===== src/wsq_pkg.sv =====
// Shared types and constants for the wavetable sequencer step unit.
package wsq_pkg;

  // Field widths fixed by the beat formats
  localparam int unsigned POS_W   = 8;
  localparam int unsigned NOTE_W  = 7;
  localparam int unsigned BYTE_W  = 8;
  localparam int unsigned FREQ_W  = 16;
  localparam int unsigned TIMER_W = 4;
  localparam int unsigned OP_W    = 3;
  localparam int unsigned CFG_IDX_W = 1;

  // Wave command byte decoding
  localparam logic [BYTE_W-1:0] DELAY_LIMIT = 8'd16;
  localparam logic [BYTE_W-1:0] CMD_FIRST   = 8'hE0;
  localparam logic [BYTE_W-1:0] LOOP_MARK   = 8'hFF;

  // Register reset values
  localparam logic [NOTE_W-1:0] FIRST_NOTE_RST = 7'd0;
  localparam logic [NOTE_W-1:0] LAST_NOTE_RST  = 7'd95;

  // Operation codes
  typedef enum logic [OP_W-1:0] {
    OP_TICK     = 3'd0,
    OP_WR_WAVE  = 3'd1,
    OP_WR_NOTE  = 3'd2,
    OP_WR_FREQ  = 3'd3,
    OP_START    = 3'd4
  } wsq_op_t;

  // Configuration register indexes
  typedef enum logic [CFG_IDX_W-1:0] {
    CFG_FIRST_NOTE = 1'd0,
    CFG_LAST_NOTE  = 1'd1
  } wsq_cfg_t;

  // Sequencer states
  typedef enum logic [1:0] {
    S_IDLE,
    S_CMD,
    S_FREQ
  } wsq_state_t;

  // Input beat
  typedef struct packed {
    logic [OP_W-1:0]   operation;
    logic [7:0]        entry_index;
    logic [FREQ_W-1:0] entry_value;
    logic [POS_W-1:0]  start_position;
    logic [NOTE_W-1:0] start_note;
  } wsq_in_t;

  // Result beat
  typedef struct packed {
    logic              active;
    logic [BYTE_W-1:0] waveform;
    logic [NOTE_W-1:0] note;
    logic [FREQ_W-1:0] frequency;
    logic              vibrato_restart;
  } wsq_out_t;

  // Write request to the table memories
  typedef struct packed {
    logic              wave_we;
    logic              note_we;
    logic              freq_we;
    logic [7:0]        addr;
    logic [FREQ_W-1:0] data;
  } wsq_wr_t;

  // Read data from the wave/note tables: current entry and the one after
  typedef struct packed {
    logic [BYTE_W-1:0] cur_wave;
    logic [BYTE_W-1:0] cur_note;
    logic [BYTE_W-1:0] nxt_wave;
    logic [BYTE_W-1:0] nxt_note;
  } wsq_tbl_rd_t;

endpackage


===== src/wsq_freq_mem.sv =====
// Frequency table: one word per note, registered read.
module wsq_freq_mem #(
  parameter int unsigned NOTE_COUNT = 128
) (
  input  logic                          clk,
  input  wsq_pkg::wsq_wr_t              wr,
  input  logic                          rd_en,
  input  logic [wsq_pkg::NOTE_W-1:0]    rd_addr,
  output logic [wsq_pkg::FREQ_W-1:0]    rd_data
);
  import wsq_pkg::*;

  localparam int unsigned AW = (NOTE_COUNT > 1) ? $clog2(NOTE_COUNT) : 1;

  logic [FREQ_W-1:0] freq_mem [NOTE_COUNT];
  logic [FREQ_W-1:0] data_r;
  logic              in_r;
  logic              wr_in, rd_in;

  // Notes beyond the table read as zero and ignore writes
  assign wr_in = ({1'b0, wr.addr} < 9'(NOTE_COUNT));
  assign rd_in = ({2'b00, rd_addr} < 9'(NOTE_COUNT));

  always_ff @(posedge clk) begin
    if (wr.freq_we && wr_in) begin
      freq_mem[wr.addr[AW-1:0]] <= wr.data;
    end
  end

  always_ff @(posedge clk) begin
    if (rd_en) begin
      data_r <= freq_mem[rd_addr[AW-1:0]];
      in_r   <= rd_in;
    end
  end

  assign rd_data = in_r ? data_r : '0;

endmodule


===== config.mk =====
export PLATFORM = sky130hd
export DESIGN_NAME = wsq_freq_mem
export DESIGN_NICKNAME = d
export VERILOG_FILES = /design/src/wsq_pkg.sv /design/src/wsq_freq_mem.sv
export SDC_FILE = /design/constraint.sdc
export NUM_CORES = 2
export LEC_CHECK = 0
export BUFFER_PORTS_ARGS = -buffer_cell sky130_fd_sc_hd__clkbuf_2
export CORE_MARGIN = 2
export CORE_UTILIZATION = 45
export CTS_BUF_LIST = sky130_fd_sc_hd__clkbuf_4
export DETAILED_ROUTE_END_ITERATION = 6
export MAX_ROUTING_LAYER = met4
export PLACE_DENSITY_LB_ADDON = 0.2
export SLEW_MARGIN = 20
export SYNTH_ARGS = -nofsm -noshare
export SYNTH_HDL_FRONTEND = slang
export SYNTH_SLANG_ARGS = --single-unit

===== constraint.sdc =====
create_clock -name clk -period 10.8 [get_ports clk]
set_clock_uncertainty 0.15 [all_clocks]
set_input_delay 3.24 -clock clk [delete_from_list [all_inputs] [get_ports clk]]
set_output_delay 3.24 -clock clk [all_outputs]
set_load 0.01 [all_outputs]

# [After elaboration in Yosys (flattened, before gate mapping)]
# Memory sizes are Yosys's and may differ from the RTL's. A register that Yosys moved wholly into a read port is not among the register bits.
# Cells that the tools add are included.
[word_totals] word_cells=5 regBits=0 inputBits=36 mem_bits_ro=0 ram_bits=2048 memories=1 latchBits=0 out_inout_bits=16
[mem_list] memory="freq_mem" depth=128 width=16 rd=1 rd_ports_with_merged_regs=1 wr=1 line_no="wsq_freq_mem.sv:15" source="logic [FREQ_W-1:0] freq_mem [NOTE_COUNT];"
[classes] multipliers=0 n_eq_ne=0 div=0 bitwise_logic=0 n_lt_le_gt_ge=1 shifts=0 n_reduce_logical=1 addsub=0 n_mux=2
[op_table] operator="less-than comparator 8 bit, second input constant" n=1
[op_table] operator="2-to-1 mux 1 bit" n=2
[op_table] operator="logical AND 1 bit" n=1

# [Depth between registers and ports, before layout]
[depth] word_depth=4 ltp_mapped=7 mapped_depth_nobuf=4

# [Worst setup path after synthesis]
# No wires, ideal clock.
[synth_path] path_type="input to register" start="in rd_addr[0] (netlist name)" end="reg data_r[0], read port of freq_mem, data pin" required_ns=10.390 arrival_time_ns=5.615 path_slack_ns=4.776 setup_time_ns=0.260 cell_stages=6 path_buffers=2 cell_sequence="buf_2 > buf_1 > mux4_2 > mux4_2 > mux4_2 > mux2_2"
[synth_rtl] element="start: declaration" line_no="wsq_freq_mem.sv:8" source="input logic [wsq_pkg::NOTE_W-1:0] rd_addr,"
[synth_rtl] element="end: declaration" line_no="wsq_freq_mem.sv:16" source="logic [FREQ_W-1:0] data_r;"

==> qor.csv <==
metric,value,unit
status,finished clean,
grt_setup_unrepaired,false,
drive_above_1_share,41.9,%
timing.final.ws_setup,4.64,ns
fmaxAchievable,162,MHz
syn_inst,3084,
multi_input_area,0.0160,mm^2
drc_errors,0,
power.density,180,mW/mm^2
area_delta_synth_final,13.1,%
postCtsSetupBuffers,0,
hold_class,flip-flop to flip-flop,
nNetsFinal,3709,
nFillCells,13700,
clockRootBuffer,clkbuf_4,
gp_congestion,0.817,
syn_area_per_cell,25.5,um^2
die_x,422,um
tns,0,ns
cp.required,11.69,ns
wl,185000,um
placement.io_buffers,49,
drtPass1Iterations,7,
cts_tree,yes,
cts.sinks,2064,
peakVddDrop,127,uV
cts.reportedPaths.clkPinSlew,0.07,ns
synth.area.top_cells,"edfxtp_1, mux4_2, nor2_1",
hold_viol,0,
synth.distinct_cells,18,
final_common_cell,edfxtp_1,
cts_buffers,540,
fin_crit,6.16,ns
post-dp-hpwl,104000,um
arrival,7.05,ns
grt_pass1_vias,38400,
ys_seq_area_share,78.8,%
die_y,422,um
num_rows,153,
critPathCaptureType,flip-flop,
leakagePower,28.0,nW
vias,36300,
fin_crit_sh,57.0,%
grt_max_degree,159,
netlist.area_leader.share,78.8,%
tightest_slew,1.18,ns
fp.dieArea,0.178,mm^2
routed_via_density,5.72,
critical_path_class,input port to flip-flop,
synth_top_cell_by_area,edfxtp_1,
postRouteAntennaNets,0,
coreArea,0.174,mm^2
antenna_found_initial,30,
finalInstanceArea,0.0890,mm^2
hold_buffers,0,
synthesis.area,0.0787,mm^2
wire_per_inst,29.1,um
ctsResizeCount,0,
overflow,0,
dpl-instance-area,0.0826,mm^2
clk_path_buf_depth,4,
drv_slew,0,
worstSetupStartpointType,input port,
max_slew_margin,20.9,%
place_inst,5456,
cap_violations,0,
synth_nets,3120,
layout_common_cells,"edfxtp_1, clkbuf_4, mux4_2",
finalSetupViolCount,0,
dr.first_iter.drc_count,3929,
ys.warnings.count,0,
grt_pass1_wl,264000,um
fin_cells,6344,
h-tree-depth,6,
initial_core_util,45.3,%
grt_usage,21.5,%
register_area,0.0620,mm^2
crit_path_max_fanout,62,
io_pins,52,
ys_ff_latch,2064,
dp_slack,3.28,ns
insertion_delay,1.35,ns
[power breakdown]
| group | internal [W] | switching [W] | leakage, nW |
|---|---|---|---|
| combinational | 0.000310 | 0.000469 | 5.60 |
| sequential | 0.00884 | 0.00000574 | 18.6 |
| clock | 0.00344 | 0.00299 | 3.81 |
[path summary, 6_finish.rpt]
kind,startpoint,to,slack [ns],cells after the start
worst max-delay path,rd_addr[0],data_r[9]$_DFFE_PP_,4.64,7
worst min-delay path,freq_mem[63][2]$_DFFE_PP_,data_r[2]$_DFFE_PP_,1.07,4
worst max register to register,freq_mem[65][5]$_DFFE_PP_,data_r[5]$_DFFE_PP_,7.93,4
worst min register to register,freq_mem[63][2]$_DFFE_PP_,data_r[2]$_DFFE_PP_,1.07,4
[layout make-up]
| cell class | count | share of cell area [%] |
|---|---|---|
| clock buffer | 728 | 6.14 |
| tap | 2325 | 3.27 |
| sequential | 2064 | 69.6 |
| multi-input combinational | 856 | 18.0 |
| inverter | 1 | 0.00422 |
| timing repair buffer | 210 | 1.86 |
| antenna | 21 | 0.0590 |
| clock inverter | 139 | 1.02 |
[kinds of logic after synthesis]
group                  synth area share [%]
DFF                                    78.8
muxes                                  19.5
and+or+nand+nor                       0.898
buffers and inverters                 0.879
[routing by layer]
layer / up-vias / global-route usage [%] / routed length, um
li1: 15000 / - / -
met1: 19500 / 28.7 / 75300
met2: 1526 / 32.7 / 90300
met3: 280 / 4.47 / 13900
met4: 0 / 8.39 / 5390
met5: - / - / 0
[flip-flops by register name (all words and copies together), names as in the netlist]
name and flops:
data_r 16, freq_mem 2048
[worst max-delay path: stages]
cell,delay (ns)
buf_8,0.53
buf_12,0.52
buf_4,0.57
mux4_2,0.58
mux4_2,0.58
mux4_2,0.48
mux2_2,0.32
[cell usage after synthesis]
| master | number |
|---|---|
| nand3_1 | 9 |
| buf_1 | 19 |
| edfxtp_1 | 2064 |
| buf_4 | 1 |
| mux2_2 | 16 |
| buf_6 | 1 |
| or3_1 | 1 |
| mux4_2 | 672 |
| or3b_2 | 5 |
| inv_1 | 1 |
| nand4_1 | 3 |
| nand2b_1 | 1 |
| nand2_1 | 9 |
| nor2_1 | 131 |
| nand3b_1 | 4 |
| clkbuf_1 | 90 |
| buf_2 | 52 |
| nor2b_1 | 5 |
[stage by stage]
| stage | util (%) | hold slack [ns] | total power, W |
|---|---|---|---|
| after floorplan | - | 0.999 | 0.00944 |
| final | 51.2 | 1.07 | 0.0161 |
| after CTS | 51.2 | 1.06 | 0.0163 |
| after global routing | 51.2 | 1.10 | 0.0167 |
| after global placement | 47.5 | 1.07 | 0.00978 |
| after detailed placement | 47.5 | 1.07 | 0.00981 |
(Power assumes the default switching activity.)
