### src/wsq_pkg.sv
// Shared types and constants for the wavetable sequencer step unit.
package wsq_pkg;

  // Field widths fixed by the beat formats
  localparam int unsigned POS_W   = 8;
  localparam int unsigned NOTE_W  = 7;
  localparam int unsigned BYTE_W  = 8;
  localparam int unsigned FREQ_W  = 16;
  localparam int unsigned TIMER_W = 4;
  localparam int unsigned OP_W    = 3;
  localparam int unsigned CFG_IDX_W = 1;

  // Wave command byte decoding
  localparam logic [BYTE_W-1:0] DELAY_LIMIT = 8'd16;
  localparam logic [BYTE_W-1:0] CMD_FIRST   = 8'hE0;
  localparam logic [BYTE_W-1:0] LOOP_MARK   = 8'hFF;

  // Register reset values
  localparam logic [NOTE_W-1:0] FIRST_NOTE_RST = 7'd0;
  localparam logic [NOTE_W-1:0] LAST_NOTE_RST  = 7'd95;

  // Operation codes
  typedef enum logic [OP_W-1:0] {
    OP_TICK     = 3'd0,
    OP_WR_WAVE  = 3'd1,
    OP_WR_NOTE  = 3'd2,
    OP_WR_FREQ  = 3'd3,
    OP_START    = 3'd4
  } wsq_op_t;

  // Configuration register indexes
  typedef enum logic [CFG_IDX_W-1:0] {
    CFG_FIRST_NOTE = 1'd0,
    CFG_LAST_NOTE  = 1'd1
  } wsq_cfg_t;

  // Sequencer states
  typedef enum logic [1:0] {
    S_IDLE,
    S_CMD,
    S_FREQ
  } wsq_state_t;

  // Input beat
  typedef struct packed {
    logic [OP_W-1:0]   operation;
    logic [7:0]        entry_index;
    logic [FREQ_W-1:0] entry_value;
    logic [POS_W-1:0]  start_position;
    logic [NOTE_W-1:0] start_note;
  } wsq_in_t;

  // Result beat
  typedef struct packed {
    logic              active;
    logic [BYTE_W-1:0] waveform;
    logic [NOTE_W-1:0] note;
    logic [FREQ_W-1:0] frequency;
    logic              vibrato_restart;
  } wsq_out_t;

  // Write request to the table memories
  typedef struct packed {
    logic              wave_we;
    logic              note_we;
    logic              freq_we;
    logic [7:0]        addr;
    logic [FREQ_W-1:0] data;
  } wsq_wr_t;

  // Read data from the wave/note tables: current entry and the one after
  typedef struct packed {
    logic [BYTE_W-1:0] cur_wave;
    logic [BYTE_W-1:0] cur_note;
    logic [BYTE_W-1:0] nxt_wave;
    logic [BYTE_W-1:0] nxt_note;
  } wsq_tbl_rd_t;

endpackage

### src/wsq_core.sv
// Sequencer control: playback state, registers, tick decode and note clamping.
module wsq_core (
  input  logic                          clk,
  input  logic                          rst_n,
  // input channel
  input  logic                          in_valid,
  output logic                          in_ready,
  input  wsq_pkg::wsq_in_t              in_beat,
  // result slot
  input  logic                          slot_free,
  output logic                          res_valid,
  output wsq_pkg::wsq_out_t             res_beat,
  // configuration
  input  logic                          cfg_we,
  input  logic [wsq_pkg::CFG_IDX_W-1:0] cfg_index,
  input  logic [wsq_pkg::NOTE_W-1:0]    cfg_data,
  // table memories
  output wsq_pkg::wsq_wr_t              wr,
  output logic                          tbl_rd_en,
  output logic [7:0]                    tbl_addr_a,
  output logic [7:0]                    tbl_addr_b,
  input  wsq_pkg::wsq_tbl_rd_t          tbl_rd,
  output logic                          freq_rd_en,
  output logic [wsq_pkg::NOTE_W-1:0]    freq_addr,
  input  logic [wsq_pkg::FREQ_W-1:0]    freq_data
);
  import wsq_pkg::*;

  wsq_state_t         state_r, state_nxt;
  logic [POS_W-1:0]   pos_r, pos_nxt;
  logic [TIMER_W-1:0] timer_r, timer_nxt;
  logic [BYTE_W-1:0]  wave_r, wave_nxt;
  logic [NOTE_W-1:0]  note_r, note_nxt;
  logic [FREQ_W-1:0]  freq_r, freq_nxt;
  logic [NOTE_W-1:0]  first_r, last_r;

  logic               in_fire, restart;
  logic [POS_W-1:0]   pos_inc;
  logic [BYTE_W-1:0]  cmd, nbyte;
  logic [8:0]         rel_sum;
  logic [NOTE_W-1:0]  rel_lo, clamped_note;

  assign in_ready  = (state_r == S_IDLE) && slot_free;
  assign in_fire   = in_valid && in_ready;
  assign pos_inc   = pos_r + POS_W'(1);

  // Both table entries come from the position held at the accepting edge
  assign tbl_rd_en  = in_fire;
  assign tbl_addr_a = pos_r - POS_W'(1);
  assign tbl_addr_b = pos_r;

  assign cmd   = tbl_rd.cur_wave;
  assign nbyte = tbl_rd.cur_note;

  // Note byte: absolute, or offset nbyte - 256 raised to first; then lowered to last
  assign rel_sum = {2'b00, note_r} + {1'b1, nbyte};
  always_comb begin
    if (rel_sum[8] || (rel_sum[7:0] < {1'b0, first_r})) begin
      rel_lo = first_r;
    end else begin
      rel_lo = rel_sum[NOTE_W-1:0];
    end
    if (nbyte[7]) begin
      clamped_note = (rel_lo > last_r) ? last_r : rel_lo;
    end else begin
      clamped_note = (nbyte[NOTE_W-1:0] > last_r) ? last_r : nbyte[NOTE_W-1:0];
    end
  end

  assign freq_addr = clamped_note;

  // Next state and results
  always_comb begin
    state_nxt  = state_r;
    pos_nxt    = pos_r;
    timer_nxt  = timer_r;
    wave_nxt   = wave_r;
    note_nxt   = note_r;
    freq_nxt   = freq_r;
    res_valid  = 1'b0;
    restart    = 1'b0;
    freq_rd_en = 1'b0;
    wr.wave_we = 1'b0;
    wr.note_we = 1'b0;
    wr.freq_we = 1'b0;
    wr.addr    = in_beat.entry_index;
    wr.data    = in_beat.entry_value;

    unique case (state_r)
      S_IDLE: begin
        if (in_fire) begin
          unique case (wsq_op_t'(in_beat.operation))
            OP_TICK: begin
              if (pos_r == '0) begin
                res_valid = 1'b1;
              end else begin
                state_nxt = S_CMD;
              end
            end
            OP_WR_WAVE: begin
              wr.wave_we = 1'b1;
              res_valid  = 1'b1;
            end
            OP_WR_NOTE: begin
              wr.note_we = 1'b1;
              res_valid  = 1'b1;
            end
            OP_WR_FREQ: begin
              wr.freq_we = 1'b1;
              res_valid  = 1'b1;
            end
            OP_START: begin
              pos_nxt   = in_beat.start_position;
              note_nxt  = in_beat.start_note;
              timer_nxt = '0;
              res_valid = 1'b1;
            end
            default: begin
              res_valid = 1'b1;
            end
          endcase
        end
      end

      S_CMD: begin
        if (cmd < DELAY_LIMIT) begin
          // delay entry
          if (cmd[TIMER_W-1:0] == timer_r) begin
            pos_nxt   = pos_inc;
            timer_nxt = '0;
          end else begin
            timer_nxt = timer_r + TIMER_W'(1);
          end
          res_valid = 1'b1;
          state_nxt = S_IDLE;
        end else if ((cmd >= CMD_FIRST) && (cmd != LOOP_MARK)) begin
          // unsupported command: skip
          pos_nxt   = pos_inc;
          res_valid = 1'b1;
          state_nxt = S_IDLE;
        end else begin
          // waveform entry or loop marker
          if (cmd < CMD_FIRST) begin
            wave_nxt = cmd - DELAY_LIMIT;
          end
          pos_nxt   = (tbl_rd.nxt_wave == LOOP_MARK) ? tbl_rd.nxt_note : pos_inc;
          timer_nxt = '0;
          if (nbyte == '0) begin
            res_valid = 1'b1;
            state_nxt = S_IDLE;
          end else begin
            note_nxt   = clamped_note;
            freq_rd_en = 1'b1;
            state_nxt  = S_FREQ;
          end
        end
      end

      S_FREQ: begin
        freq_nxt  = freq_data;
        restart   = 1'b1;
        res_valid = 1'b1;
        state_nxt = S_IDLE;
      end

      default: begin
        state_nxt = S_IDLE;
      end
    endcase

    res_beat.active          = (pos_nxt != '0);
    res_beat.waveform        = wave_nxt;
    res_beat.note            = note_nxt;
    res_beat.frequency       = freq_nxt;
    res_beat.vibrato_restart = restart;
  end

  // State registers
  always_ff @(posedge clk) begin
    if (!rst_n) begin
      state_r <= S_IDLE;
      pos_r   <= '0;
      timer_r <= '0;
      wave_r  <= '0;
      note_r  <= '0;
      freq_r  <= '0;
    end else begin
      state_r <= state_nxt;
      pos_r   <= pos_nxt;
      timer_r <= timer_nxt;
      wave_r  <= wave_nxt;
      note_r  <= note_nxt;
      freq_r  <= freq_nxt;
    end
  end

  // Configuration registers
  always_ff @(posedge clk) begin
    if (!rst_n) begin
      first_r <= FIRST_NOTE_RST;
      last_r  <= LAST_NOTE_RST;
    end else if (cfg_we) begin
      unique case (wsq_cfg_t'(cfg_index))
        CFG_FIRST_NOTE: first_r <= cfg_data;
        CFG_LAST_NOTE:  last_r  <= cfg_data;
        default: begin
        end
      endcase
    end
  end

endmodule

### config.mk
export PLATFORM = sky130hd
export DESIGN_NAME = wsq_core
export DESIGN_NICKNAME = d
export VERILOG_FILES = /design/src/wsq_pkg.sv /design/src/wsq_core.sv
export SDC_FILE = /design/constraint.sdc
export NUM_CORES = 1
export LEC_CHECK = 0
export BUFFER_PORTS_ARGS = -buffer_cell sky130_fd_sc_hd__buf_2
export CAP_MARGIN = 20
export CORE_ASPECT_RATIO = 0.7
export CORE_MARGIN = 3
export CORE_UTILIZATION = 35
export CTS_BUF_LIST = sky130_fd_sc_hd__clkbuf_4
export DETAILED_ROUTE_END_ITERATION = 7
export PLACE_DENSITY = 0.67
export SYNTH_ARGS = -nofsm -noshare
export SYNTH_HDL_FRONTEND = slang
export SYNTH_SLANG_ARGS = --single-unit
### constraint.sdc
create_clock -name clk -period 10.47 [get_ports clk]
set_input_delay 0.5235 -clock clk [delete_from_list [all_inputs] [get_ports clk]]
set_output_delay 0.5235 -clock clk [all_outputs]
set_load 0.005 [all_outputs]
* Yosys cells after proc, flatten, opt, wreduce, memory -nomap -nowiden
Cells that the tools add are included.
** Cells by class
- Add/sub/neg operators :: 5
- $lt $le $gt $ge :: 6
- Eq/ne operators :: 14
- Mux-type cells :: 52
- Bitwise gates (word level) :: 1
- Reductions and logical operators :: 14
** Operator list (count)
- $mux 8 :: 10
- $mux 7 :: 9
- $mux 4 :: 5
- $logic_not 8->1 :: 2
- $mux 16 :: 1
- $pmux 8 s2 :: 1
- $gt 7x7->1 :: 2
- $mux 1 :: 14
- $pmux 7 s2 :: 1
- $mux 2 :: 6
- $add 7x9->9 :: 1
- $add 8x1->8 const B :: 1
- $eq 8x8->1 const B :: 1
- $ge 8x8->1 const B :: 1
- $lt 8x5->1 const B :: 1
- $lt 8x7->1 :: 1
- $lt 8x8->1 const B :: 1
- $ne 8x8->1 const B :: 1
- $pmux 4 s2 :: 1
- $reduce_bool 8->1 :: 1
- $sub 8x1->8 const B :: 1
- $sub 8x5->8 const B :: 1
- $eq 3x2->1 const B :: 2
- $mux 3 :: 2
- other kinds (20) :: 25
** Storage, ports and cells
- Bits in registers :: 59
- Output and inout bits :: 87
- Logic and storage cells :: 100

* Longest topological paths before layout
Gate-level depths: netlist of run 1.
- Depth after elaboration :: 11
- Mapped depth :: 23
- Mapped depth without buffers :: 22

* Least setup slack after synthesis of run 1
No wires, ideal clock.
- Kind :: input to output
- Start :: in tbl_rd[16] (netlist bit)
- End :: out res_beat[17] (netlist bit)
- Data arrival time :: 4.568 ns
- Path slack :: 5.379 ns
- Stages :: 23
- Buffers on the path :: 1
- Cell sequence :: ha_1 > inv_1 > fa_1 > nor2b_1 > o21ai_0 > a21oi_1 > nor2_1 > xnor2_1 > ha_1 > nand4_1 > or3_1 > nand4_1 > and2_1 > clkbuf_1 > o21a_1 > ha_1 > nor2b_1 > o21ai_0 > a21oi_1 > o21bai_1 > mux2i_1 > a221oi_1 > a21oi_1
** RTL lines
- start, declared :: line wsq_core.sv:22 : input wsq_pkg::wsq_tbl_rd_t tbl_rd,
- end, declared :: line wsq_core.sv:12 : output wsq_pkg::wsq_out_t res_beat,

==> results.py, run 1 <==
metrics = {
    "power_and_ir_drop": {
        "p_leak_nw": 2.51,
        "irDropWorstVdd_uv": 57.2,
        "power_density_nw_per_um2": 94.5,
        "p_total_mw": 0.494,
    },
    "worst_setup_path": {
        "critPathLaunchType": "flip-flop",
        "end_kind": "primary output",
        "crit_path_max_fanout": 13,
        "worstPathCellList": "ha_1 > inv_1 > fa_1 > nor2b_1 > o21ai_0 > a21oi_1 > nor2_1 > xnor2_1 > ha_1 > nand4_1 > or3_1 > nand4_1 > and2_1 > o21ai_0 > ha_1 > a21oi_1 > o21ai_0 > o21bai_1 > mux2i_1 > a22oi_1 > a31oi_1 > buf_2",
        "max_stage_delay_ps": 590,
        "cp_top_family": "compound AO/OA/AOI/OAI gates",
        "crit_type": "reg -> out",
        "crit_required_ps": 9950,
        "cp_num_buf_inv": 2,
        "slowest_stage": "mux2i_1",
        "cp.arrival_ps": 5970,
    },
    "timing": {
        "worst_pin_slew_ps": 869,
        "period_share_pct": 62.0,
        "timing.hold.ws_ps": 356,
        "rsz0062_at_grt": "no",
        "min_period_ps": 6490,
        "skew_ps": 13.0,
        "finalHoldViolCount": 0,
        "final.setup.tns_ps": 0,
        "drv_slew": 0,
        "max_freq_mhz": 154,
        "setup-violations-final": 0,
        "timing.slew.headroom_pct": 42.1,
    },
    "route": {
        "drc_errors": 0,
        "viasPerCell": 5.52,
        "totalWireLength_um": 13200,
        "drtAntennaViolNets": 0,
        "route.detailed.wl_per_inst_um": 16.3,
        "drt-initial-drc-count": 264,
        "vias": 4485,
        "dr.pass1.iters": 5,
    },
    "min_path": {
        "min_path_type": "in -> reg",
    },
    "placement": {
        "place_hpwl_um": 10600,
        "portBuffers": 141,
        "place_congestion": 0.979,
    },
    "global_route": {
        "grt_pass1_wl_um": 21100,
        "grt.met3_usage_pct": 4.81,
        "gr-total-overflow": 0,
        "grtUsageTotal_pct": 18.2,
        "grt_pass1_vias": 4237,
        "globalRouteMet1Util_pct": 26.9,
        "globalRouteMet2Util_pct": 26.3,
        "antenna_found_initial": 0,
        "grt_max_degree": 39,
        "busiest_layer": "met1",
    },
    "clock_tree": {
        "cts_setup_buffers": 0,
        "cts_root_buf": "clkbuf_4",
        "clock_latency_ps": 400,
        "cts.sinks": 59,
        "numCtsBuffers": 9,
        "cts_tree": "done",
        "cts_resized": 0,
        "postCtsHoldBufs": 0,
        "cts.htree.levels": 3,
        "cts_buffer_depth": 2,
        "clk_pin_slew_ps": 110,
    },
    "synth": {
        "syn_area_per_cell_um2": 8.15,
        "netlist_area_um2": 4450,
        "syn-num-nets": 684,
        "synth_cell_types": 59,
        "postSynth.asyncResetShare_pct": 0,
        "synth-edff-count": 0,
        "synth_area_leaders": "dfxtp_1 (27%), ha_1 (9.6%), mux2_2 (5.1%)",
        "yosys.area.top_type": "dfxtp_1",
        "syn_inst": 546,
        "synth_seq_cells": 59,
        "yosysWarningCount": 0,
        "synth_top_cell_area_share_pct": 26.5,
        "synth-main-ff-cell": "dfxtp_1",
        "ys_seq_area_share_pct": 26.5,
    },
    "floorplanning": {
        "fp.dieArea_um2": 14100,
        "die_h_um": 100,
        "die_w_um": 141,
        "start_util_pct": 36.9,
        "fp.coreArea_um2": 12100,
        "fp-row-count": 33,
        "io_pins": 190,
    },
    "flow_run": {
        "drv_cap": 0,
    },
    "layout": {
        "syn_to_final_growth_pct": 17.4,
        "fin_nets": 789,
        "antenna_cells": 0,
        "drive_above_1_share_pct": 28.5,
        "utilization_pct": 43.3,
        "n_fill_cell": 1222,
    },
    "status": {
        "outcome": "finished, final reports clean",
    },
}
cells by family (layout without fill, tap and decap cells):
logic type | Yosys count | after routing | share of synthesized area [%]
buf+inv | 81 | 191 | 9.20
xor+xnor | 17 | 17 | 3.35
fa+ha+maj | 35 | 35 | 10.0
flops | 59 | 59 | 26.5
compound gates | 127 | 127 | 19.8
mux | 37 | 37 | 8.89
simple gates | 190 | 190 | 22.2
worst reg2reg max path, delay by kind of cell (launching register included):
family          cells  cell delay, ps
mux                 1             590
fa+ha+maj           4            1230
xor+xnor            1             190
simple gates        6            1420
compound gates      8            1650
flops               1             370
buf+inv             1              50
layout make-up:
cell class	count	area [um^2]	share of cell area, %
clock buffer	9	67.6	1.29
clock inverter	7	68.8	1.32
inverter	31	116	2.23
multi-input combinational	406	2870	54.9
sequential	59	1180	22.6
tap	157	196	3.76
timing repair buffer	144	728	13.9
cells in the mapped netlist, drive strengths merged (4+ instances only):
cell,instances
dfxtp,59
nor2,46
nand2,40
and2,34
ha,34
inv,31
buf,27
o21ai,24
a21oi,23
clkbuf,23
mux2,20
mux2i,17
a22oi,12
xnor2,9
nand3,8
nand4,8
nor2b,8
xor2,8
a211oi,7
and3,7
o211ai,7
nor3,6
or3,6
a21o,5
nand2b,5
o22ai,5
o31ai,5
or4,5
a31oi,4
o21a,4
o32ai,4
or2,4
cell usage in the layout, fill, tap and decap left out, types with 4 or more instances in the layout:
cell type / n
o21ai_0: 24
nor2_1: 46
dfxtp_1: 59
o31ai_1: 5
mux2_2: 20
ha_1: 34
a211oi_1: 7
mux2i_1: 17
nor3_1: 6
nand3_1: 8
nand2_1: 40
and3_1: 7
a21oi_1: 23
o32ai_1: 4
nand2b_1: 5
a31oi_1: 4
o21a_1: 4
clkbuf_4: 10
or3_1: 6
nor2b_1: 8
and2_1: 34
a21o_1: 5
xnor2_1: 9
xor2_1: 8
a22oi_1: 12
buf_2: 141
nand4_1: 8
or2_2: 4
o22ai_1: 5
or4_1: 5
inv_1: 31
o211ai_1: 7
flip-flops by register name, indices dropped and copies added, names as in the netlist:
name,flops
first_r,7
freq_r,16
last_r,7
note_r,7
state_r,2
tbl_addr_b,8
timer_r,4
wave_r,8
final timing paths:
check              startpoint            to  slack, ps  depth (start not counted)
setup / recovery    note_r[0]  res_beat[18]       3980                         22
hold / removal    cfg_data[0]     last_r[0]        360                          3
setup reg to reg    note_r[0]     note_r[1]       4910                         21
hold reg to reg     last_r[5]     last_r[5]        530                          2
metrics by stage:
step                cells  setup WS [ps]  area [um^2]
floorplan             546           5380         4450
global placement      796           4580         5080
detailed placement    796           4260         5080
CTS                   812           4110         5220
global route          813           3600         5230
finish                813           3980         5230
layer usage:
metal	vias to the layer above	part of all wire (%)
met5	-	0
met4	0	1.3
met3	19	9.5
met2	217	42
met1	2102	47
li1	2147	-
report_power, final:
part	internal, mW	switching [mW]	total (mW)
clock	0.0718	0.0904	0.162
sequential	0.228	0.00481	0.233
combinational	0.0434	0.0550	0.0984
Power figures use the tool's default switching activity.
==> inputs of run 2 (changes only) <==
--- a/config.mk
+++ b/config.mk
@@ -5,6 +5,7 @@
 export SDC_FILE = /design/constraint.sdc
 export NUM_CORES = 1
 export LEC_CHECK = 0
+export ABC_AREA = 1
 export BUFFER_PORTS_ARGS = -buffer_cell sky130_fd_sc_hd__buf_2
 export CAP_MARGIN = 20
 export CORE_ASPECT_RATIO = 0.7
@@ -12,7 +13,7 @@
 export CORE_UTILIZATION = 35
 export CTS_BUF_LIST = sky130_fd_sc_hd__clkbuf_4
 export DETAILED_ROUTE_END_ITERATION = 7
-export PLACE_DENSITY = 0.67
+export PLACE_DENSITY = 0.66
 export SYNTH_ARGS = -nofsm -noshare
 export SYNTH_HDL_FRONTEND = slang
 export SYNTH_SLANG_ARGS = --single-unit
==> constraint.sdc (replaced) <==
create_clock -name clk -period 6.3 [get_ports clk]
set_input_delay 0.315 -clock clk [delete_from_list [all_inputs] [get_ports clk]]
set_output_delay 0.315 -clock clk [all_outputs]
set_load 0.005 [all_outputs]
==> results.py, run 2 <==
metrics = {
    "timing": {
        "rsz0062_at_grt": "no",
        "timing.hold.ws_ps": 136,
        "min_period_ps": 5160,
        "period_share_pct": 81.8,
        "finalHoldViolCount": 0,
        "setup_ws_ps": 1140,
        "skew_ps": 26.1,
        "max_freq_mhz": 194,
        "final.setup.tns_ps": 0,
        "timing.slew.headroom_pct": 57.7,
        "worst_pin_slew_ps": 635,
        "drv_slew": 0,
        "setup-violations-final": 0,
    },
    "clock_tree": {
        "clock_latency_ps": 420,
        "postCtsHoldBufs": 0,
        "cts_resized": 0,
        "cts.htree.levels": 3,
        "cts_tree": "done",
        "numCtsBuffers": 9,
        "cts_root_buf": "clkbuf_4",
        "clk_pin_slew_ps": 110,
        "cts.sinks": 59,
        "cts_buffer_depth": 2,
        "cts_setup_buffers": 0,
    },
    "layout": {
        "layout_common_cells": "buf_2 (141), nand2_1 (138), inv_1 (110)",
        "utilization_pct": 42.1,
        "final_common_cell": "buf_2",
        "drive_above_1_share_pct": 23.8,
        "largest_reg_flops": 16,
        "instances_no_fill": 1033,
        "antenna_cells": 0,
        "fin_nets": 981,
        "syn_to_final_growth_pct": 16.4,
        "top_register": "freq_r",
    },
    "synth": {
        "synth_cell_types": 41,
        "synth_top_cell_area_share_pct": 24.5,
        "synth.most_common_cell": "nand2_1",
        "synth-edff-count": 0,
        "syn_inst": 735,
        "synth_seq_cells": 59,
        "ys_seq_area_share_pct": 24.5,
        "yosys.area.top_type": "dfxtp_1",
        "postSynth.asyncResetShare_pct": 0,
        "syn_area_per_cell_um2": 6.55,
        "synth_area_leaders": "dfxtp_1 (25%), nand2_1 (11%), ha_1 (8.8%)",
        "yosysWarningCount": 0,
        "synth_common_cells": "nand2_1 (138), inv_1 (110), nor2_1 (62), dfxtp_1 (59), o21ai_0 (48)",
        "syn-num-nets": 873,
        "netlist_area_um2": 4820,
        "synth-main-ff-cell": "dfxtp_1",
    },
    "floorplanning": {
        "start_util_pct": 36.2,
        "io_pins": 190,
        "die_w_um": 146,
        "die_h_um": 104,
        "fp-row-count": 35,
        "fp.dieArea_um2": 15200,
        "fp.coreArea_um2": 13300,
    },
    "route": {
        "vias": 5000,
        "drc_errors": 0,
        "viasPerCell": 4.84,
        "drtAntennaViolNets": 0,
        "dr.pass1.iters": 6,
        "totalWireLength_um": 14600,
        "route.detailed.wl_per_inst_um": 14.1,
        "drt-initial-drc-count": 305,
    },
    "worst_setup_path": {
        "cp.arrival_ps": 4840,
        "critPathLaunchType": "flip-flop",
        "slowest_stage": "dfxtp_1",
        "end_kind": "primary output",
        "crit_required_ps": 5980,
        "crit_path_max_fanout": 11,
        "max_stage_delay_ps": 390,
        "cpMostUsedCell": "nand2_1",
        "crit_type": "reg -> out",
        "ff2ff_path_depth": 30,
    },
    "flow_run": {
        "drv_cap": 0,
    },
    "global_route": {
        "grt_max_degree": 32,
        "grtUsageTotal_pct": 18.6,
        "grt_pass1_vias": 4571,
        "gr-total-overflow": 0,
        "antenna_found_initial": 1,
        "grt_pass1_wl_um": 23200,
    },
    "power_and_ir_drop": {
        "irDropWorstVdd_uv": 83.3,
        "power_density_nw_per_um2": 153,
        "p_leak_nw": 3.20,
    },
    "placement": {
        "dp_cells": 1017,
        "portBuffers": 141,
        "place_congestion": 0.958,
        "pre_cts_slack_ps": 1530,
        "place_hpwl_um": 11500,
    },
    "min_path": {
        "hold_depth": 3,
        "min_path_type": "in -> reg",
    },
    "status": {
        "outcome": "finished, final reports clean",
    },
}
run 2: cell count changes in the layout (fill, tap and decap cells not counted), moves of 20 or more:
cell	previous run	this run
o21ai_0	24	48
or2_2	4	29
and2_1	34	6
nand3_1	8	46
a21oi_1	23	46
inv_1	31	110
nand2_1	40	138
mux2_2	20	0
run 2: power breakdown:
group	internal, mW	total [mW]	switching [mW]	leakage (nW)
Sequential	0.381	0.386	0.00524	0.479
Combinational	0.0771	0.198	0.121	2.65
Clock	0.122	0.274	0.151	0.0736
run 2: layout make-up:
cell class / instances / area [um^2]
fill: 1435 / 7710
multi-input combinational: 516 / 2910
sequential: 59 / 1180
timing repair buffer: 143 / 721
inverter: 114 / 428
tap: 185 / 231
clock buffer: 10 / 75.1
clock inverter: 6 / 56.3
run 2: cell families after synthesis:
logic type                 count (synthesis)  synth area share, %
and+or+nand+nor                          315                 29.8
buffers and inverters                    160                 15.0
adders and majority gates                 35                 9.25
DFF                                       59                 24.5
xor gates and xnor gates                  24                 4.36
AOI/OAI and AO/OA                        142                 17.1
run 2: critical path: cells and delay by family, from the launching register on:
| kind | cells | cell delay, ps |
|---|---|---|
| and+or+nand+nor | 18 | 1960 |
| adders and majority gates | 4 | 1130 |
| buffers and inverters | 7 | 490 |
| DFF | 1 | 390 |
| AOI/OAI and AO/OA | 1 | 230 |
| xor gates and xnor gates | 1 | 200 |
run 2: routing by layer:
| metal | global-route usage, % | vias up | share of wire [%] |
|---|---|---|---|
| met5 | 0 | - | 0.089 |
| met4 | 4.36 | 2 | 1.3 |
| met3 | 4.53 | 21 | 6.8 |
| met2 | 26.4 | 180 | 41 |
| met1 | 28.0 | 2229 | 51 |
| li1 | - | 2568 | - |
run 2: path summary, 6_finish.rpt:
kind	slack [ps]	start	endpoint
hold / removal	140	cfg_data[4]	last_r[4]
setup / recovery	1140	note_r[0]	res_beat[21]
setup reg to reg	1890	note_r[0]	note_r[4]
hold reg to reg	490	first_r[0]	first_r[0]
run 2: stage by stage:
| stage | total power, mW | instance area, um^2 |
|---|---|---|
| 2_1_floorplan | 0.523 | 4820 |
| 3_3_place_gp | 0.589 | 5470 |
| 3_5_place_dp | 0.590 | 5470 |
| 4_1_cts | 0.869 | 5610 |
| 5_1_grt | 0.914 | 5610 |
| 6_report | 0.858 | 5610 |
